File: config.mk
export PLATFORM = sky130hd
export DESIGN_NAME = frt_front
export DESIGN_NICKNAME = d
export VERILOG_FILES = /design/src/rtl/assert_macros.svh /design/src/rtl/frt_pkg.sv /design/src/rtl/frt_front.sv
export SDC_FILE = /design/constraint.sdc
export NUM_CORES = 1
export LEC_CHECK = 0
export CORE_UTILIZATION = 25
export CTS_CLUSTER_SIZE = 16
export DETAILED_ROUTE_END_ITERATION = 16
export DONT_BUFFER_PORTS = 1
export PLACE_DENSITY_LB_ADDON = 0.15
export SLEW_MARGIN = 20
export SYNTH_ARGS = -nofsm -noshare
export SYNTH_HDL_FRONTEND = slang
export SYNTH_SLANG_ARGS = --single-unit
File: constraint.sdc
create_clock -name aclk -period 18.3 [get_ports aclk]
set_clock_uncertainty 0.1 [all_clocks]
set_input_delay 3.66 -clock aclk [delete_from_list [all_inputs] [get_ports aclk]]
set_output_delay 3.66 -clock aclk [all_outputs]
set_load 0.05 [all_outputs]
File: src/rtl/assert_macros.svh
// Assertion helpers used by the RTL file frt_back.sv.
`ifndef ASSERT_MACROS_SVH
`define ASSERT_MACROS_SVH

// Check an implication on every rising clock edge outside reset.
`define ASSERT_IMPL(label, clk, rstn, prop, msg) \
    label: assert property (@(posedge clk) disable iff (!rstn) (prop)) else $error(msg);

// Check that an expression never holds.
`define ASSERT_NEVER(label, clk, rstn, expr, msg) \
    label: assert property (@(posedge clk) disable iff (!rstn) !(expr)) else $error(msg);

`endif

File: src/rtl/frt_pkg.sv
// ----------------------------------------------------------------------------
// frt_pkg
// Types and constants of the fragment reassembly tracker.
// ----------------------------------------------------------------------------
package frt_pkg;

    localparam int TABLE_SLOTS_DEF  = 16;
    localparam int MAX_PARTS_DEF    = 64;
    localparam int HEADER_BYTES_DEF = 24;

    localparam logic [47:0] TIMEOUT_RESET = 48'd1000000;
    localparam logic [4:0]  LIMIT_RESET   = 5'd16;

    localparam logic REG_TIMEOUT = 1'b0;
    localparam logic REG_LIMIT   = 1'b1;

    typedef enum logic [2:0] {
        ST_SHORT    = 3'd0,
        ST_BAD      = 3'd1,
        ST_DUP      = 3'd2,
        ST_STORED   = 3'd3,
        ST_COMPLETE = 3'd4
    } status_t;

    // Classified fragment handed from front to back.
    typedef struct packed {
        logic        reject;
        status_t     status;
        logic [31:0] stream_id;
        logic [63:0] frame_number;
        logic [7:0]  part_index;
        logic [7:0]  part_total;
        logic [15:0] payload;
        logic [47:0] now_time;
    } frag_t;

    typedef enum logic [2:0] {
        B_IDLE,
        B_LOOKUP,
        B_PURGE,
        B_EVICT,
        B_APPLY,
        B_OUT
    } bstate_t;

endpackage

File: src/rtl/frt_front.sv
// ----------------------------------------------------------------------------
// frt_front
// Accepts fragments, marks short or malformed ones as rejected and queues them all.
// ----------------------------------------------------------------------------
module frt_front #(
    parameter int MAX_PARTS    = frt_pkg::MAX_PARTS_DEF,
    parameter int HEADER_BYTES = frt_pkg::HEADER_BYTES_DEF
) (
    input  logic         aclk,
    input  logic         aresetn,
    input  logic         s_valid,
    output logic         s_ready,
    input  logic [31:0]  s_stream_id,
    input  logic [63:0]  s_frame_number,
    input  logic [7:0]   s_part_index,
    input  logic [7:0]   s_part_total,
    input  logic [15:0]  s_packet_bytes,
    input  logic [47:0]  s_now_time,
    output logic         q_valid,
    input  logic         q_ready,
    output frt_pkg::frag_t q_data
);
    import frt_pkg::*;

    // Two-entry queue.
    frag_t q_mem_reg [2];
    logic  wr_ptr_reg, rd_ptr_reg;
    logic [1:0] cnt_reg;
    frag_t f;
    logic push, pop;

    always_comb begin
        f.stream_id    = s_stream_id;
        f.frame_number = s_frame_number;
        f.part_index   = s_part_index;
        f.part_total   = s_part_total;
        f.payload      = s_packet_bytes - 16'(HEADER_BYTES);
        f.now_time     = s_now_time;
        f.reject       = 1'b1;
        priority if ({1'b0, s_packet_bytes} < 17'(HEADER_BYTES)) begin
            f.status = ST_SHORT;
        end else if (s_part_total == 8'd0 || 9'(s_part_total) > 9'(MAX_PARTS)
                     || s_part_index >= s_part_total) begin
            f.status = ST_BAD;
        end else begin
            f.status = ST_STORED;
            f.reject = 1'b0;
        end
    end

    assign s_ready = (cnt_reg != 2'd2);
    assign push    = s_valid && s_ready;
    assign q_valid = (cnt_reg != 2'd0);
    assign pop     = q_valid && q_ready;
    assign q_data  = q_mem_reg[rd_ptr_reg];

    always_ff @(posedge aclk) begin
        if (!aresetn) begin
            wr_ptr_reg <= 1'b0;
            rd_ptr_reg <= 1'b0;
            cnt_reg    <= 2'd0;
        end else begin
            if (push) wr_ptr_reg <= ~wr_ptr_reg;
            if (pop)  rd_ptr_reg <= ~rd_ptr_reg;
            cnt_reg <= cnt_reg + {1'b0, push} - {1'b0, pop};
        end
    end

    always_ff @(posedge aclk) begin
        if (push) q_mem_reg[wr_ptr_reg] <= f;
    end

endmodule

==> summary.txt <==
Final layout
  • Area Growth Syn to Fin: 15.40%
  • Final Cell Area: about 16000 um^2
  • Fillcell total: between 5000 and 6000
  • Fin util: 29.44%
  • NumNets Final: roughly 860
  • Max reg flops: approximately 360
  • Layout cells sized above 1: 35.43%
  • ANT cells: 0
  • Multi-input gate area: 2550 um^2
  • Register area: 10850 um^2
  • Fin cells: about 1400

Floorplan
  • Die height: 234.5 um
  • # IOs: 362
  • Core area: roughly 53000 um^2
  • Die Wd: roughly 230 um
  • Die Area: ~55000 um^2
  • Rows: between 80 and 90
  • Initial Util: 25.51%

Drt
  • DRC: 0
  • Routed Wire Length: slightly below 30000 um
  • ANT nets after route: 0
  • Post-DR vias/cell: 4.164
  • DR WL/cell: between 20 and 25 um
  • Initial detailed-routing violation count: approximately 220
  • Vias after detailed routing: about 5800
  • Drt pass-1 iters: 4

GRT
  • GRT Total Usage: approximately a tenth
  • Vias in the first global route: 6093
  • First-pass GRT wire length: roughly 40000 um
  • Final global-route overflow total: 0
  • Largest net degree at the start of global routing: 73
  • Antenna violations before repair: 0

Synth
  • Largest family of logic cells by synthesized area: multiplexers
  • Post-Syn Area per Cell: between 20 and 25 um^2
  • Warning count from the yosys run: 0
  • Mux cell area share after synthesis: about 15%
  • Synth Area in Compound Gates: 0.3797%
  • Synth top area cells: edfxtp_1 (80%), mux2_2 (15%), ha_1 (1.0%), dfxtp_1 (0.74%), xor2_1 (0.58%)
  • Synth top cells by count: edfxtp_1 (358), mux2_2 (179), clkbuf_1 (20), ha_1 (11), inv_1 (10)
  • Post-synth EDFFs: between 300 and 400
  • Count leader, synth: edfxtp_1
  • Syn Inst Count: 643
  • Primary FF master, synth: edfxtp_1
  • Yosys top cell by area: edfxtp_1
  • Post-Synth Simple-Gate Area: 1.463%
  • Yosys reg bits: approximately 360
  • Register area share after synthesis: about 80%
  • Yosys cell types: 30
  • Syn Nets: around 830
  • Synthesized area: around 14000 um^2
  • Post-synthesis async set-or-reset flop share: 0%
  • Synth Area in XOR/XNOR: less than 1%
  • Top-area cell type share of the netlist area: 79.56%
  • Adder-cell area share of the yosys netlist: 1.019%

Power and ir drop
  • Sequential share of power: around two fifths
  • Combinational share of power: approximately 30%
  • PD cells: approximately 170 nW/um^2
  • Switching part of the total: a little under two fifths
  • Internal power: around 0.0017 W
  • Peak supply drop: 0.08484 mV
  • Leakage power total: ~5 nW
  • Switching power: just under 0.001 W
  • Clock Power Share: between 20% and 30%

Timing
  • Period utilization: a little over a third
  • Fin crit period: around 6600 ps
  • Worst Max-Slew Pin Slew: slightly above 1000 ps
  • Final setup fails: 0
  • Maximum clock frequency: 151.2 MHz
  • Final hold vios: 0
  • Pins Over Slew Limit: 0
  • Worst Slack Setup Final: ~12000 ps
  • RSZ-0062 raised after global routing: false
  • Relative slew margins: approximately 33%
  • Final setup TNS: 0 ps

CTS
  • Post-CTS sizing: 0
  • Root Buffer Master: clkbuf_16
  • Post-CTS setup repair buffer count: 0
  • Worst-path clk slew: about 50 ps
  • H-tree depth: 2
  • Clock Path Buffers: 3
  • Post-CTS Hold Buffers: 0
  • TritonCTS clock tree: yes
  • CTS Buf Count: 40
  • Clk_lat worst skew: ~540 ps
  • Total clock sinks: 363

Place
  • IO Port Bufs: 0
  • Post-DP HPWL: approximately 19000 um
  • Gp weighted congestion: roughly 0.77
  • Placed cell count: 1316
  • Dpl ws: 12180 ps
  • Post-DP Area: around 14000 um^2

Critical path
  • Startpoint Class: flop
  • Critical Path AT: ~2900 ps
  • Worst path required time: about 15000 ps
  • Worst Setup Path Type: reg -> out
  • Worst Setup End Kind: primary output
  • CP max FO: just over 70

Status
  • Outcome: completed

Run
  • Max cap viols: 0

Worst hold path
  • Worst hold path type: reg -> reg
layout by cell type (no fill, tap or decap), types with 4 or more instances in the layout:
cell	count
dfxtp_1	4
xnor2_1	6
clkbuf_1	11
clkinv_1	6
edfxtp_1	358
inv_1	10
ha_1	11
buf_4	7
nor2_1	7
clkbuf_16	41
and2_1	4
clkinv_2	7
xor2_1	9
mux2_2	179
stage by stage:
stage | hold WS (ps) | power [W]
after floorplan | 404.2 | 0.001834
after global placement | 422.6 | 0.001899
after detailed placement | 449.5 | 0.001911
after CTS | 470.4 | 0.002683
after global routing | 506.7 | 0.002736
final | 460.2 | 0.002637
logic make-up (layout without fill, tap and decap cells):
logic type	Yosys count	in the layout
DFF	363	363
muxes	179	179
and+or+nand+nor	34	34
buffers and inverters	32	89
xor gates and xnor gates	15	15
adders and majority gates	11	11
AOI/OAI and AO/OA	8	8
other	1	1
power groups by stage:
stage	combinational, W	sequential (W)	clock, W
6_report	0.000779	0.00110	0.000758
5_1_grt	0.000807	0.00111	0.000816
4_1_cts	0.000793	0.00110	0.000786
3_5_place_dp	0.000791	0.00112	0
3_3_place_gp	0.000781	0.00112	0
2_1_floorplan	0.000713	0.00112	0
final cells by class:
class	count	share of cell area, %
Multi-Input combinational cell	248	16.35
Clock inverter	18	0.9148
Sequential cell	363	69.61
Clock buffer	54	7.021
Timing Repair Buffer	7	0.3370
Tap cell	688	5.521
Inverter	10	0.2407
worst paths after layout:
| check | slack, ps | start | end | cells past startpoint |
|---|---|---|---|---|
| max | 11690 | flop | q_data[24] | 2 |
| min | 460 | rd_ptr_reg | rd_ptr_reg | 2 |
| max reg2reg | 15030 | cnt_reg[0] | q_mem_reg[1][18] | 3 |
| min reg2reg | 460 | rd_ptr_reg | rd_ptr_reg | 2 |
layer usage:
layer	wire, um	vias up	global-route usage [%]
met4	787	0	3.790
met3	3521	50	5.463
met5	0	-	0
met1	10070	2918	10.00
met2	14440	235	16.75
li1	-	2577	-
worst max-delay path, cell delays in order, from the launching register on:
cell,delay [ps]
dfxtp_4,840
buf_4,810
mux2_2,550
(Power assumes the default switching activity.)
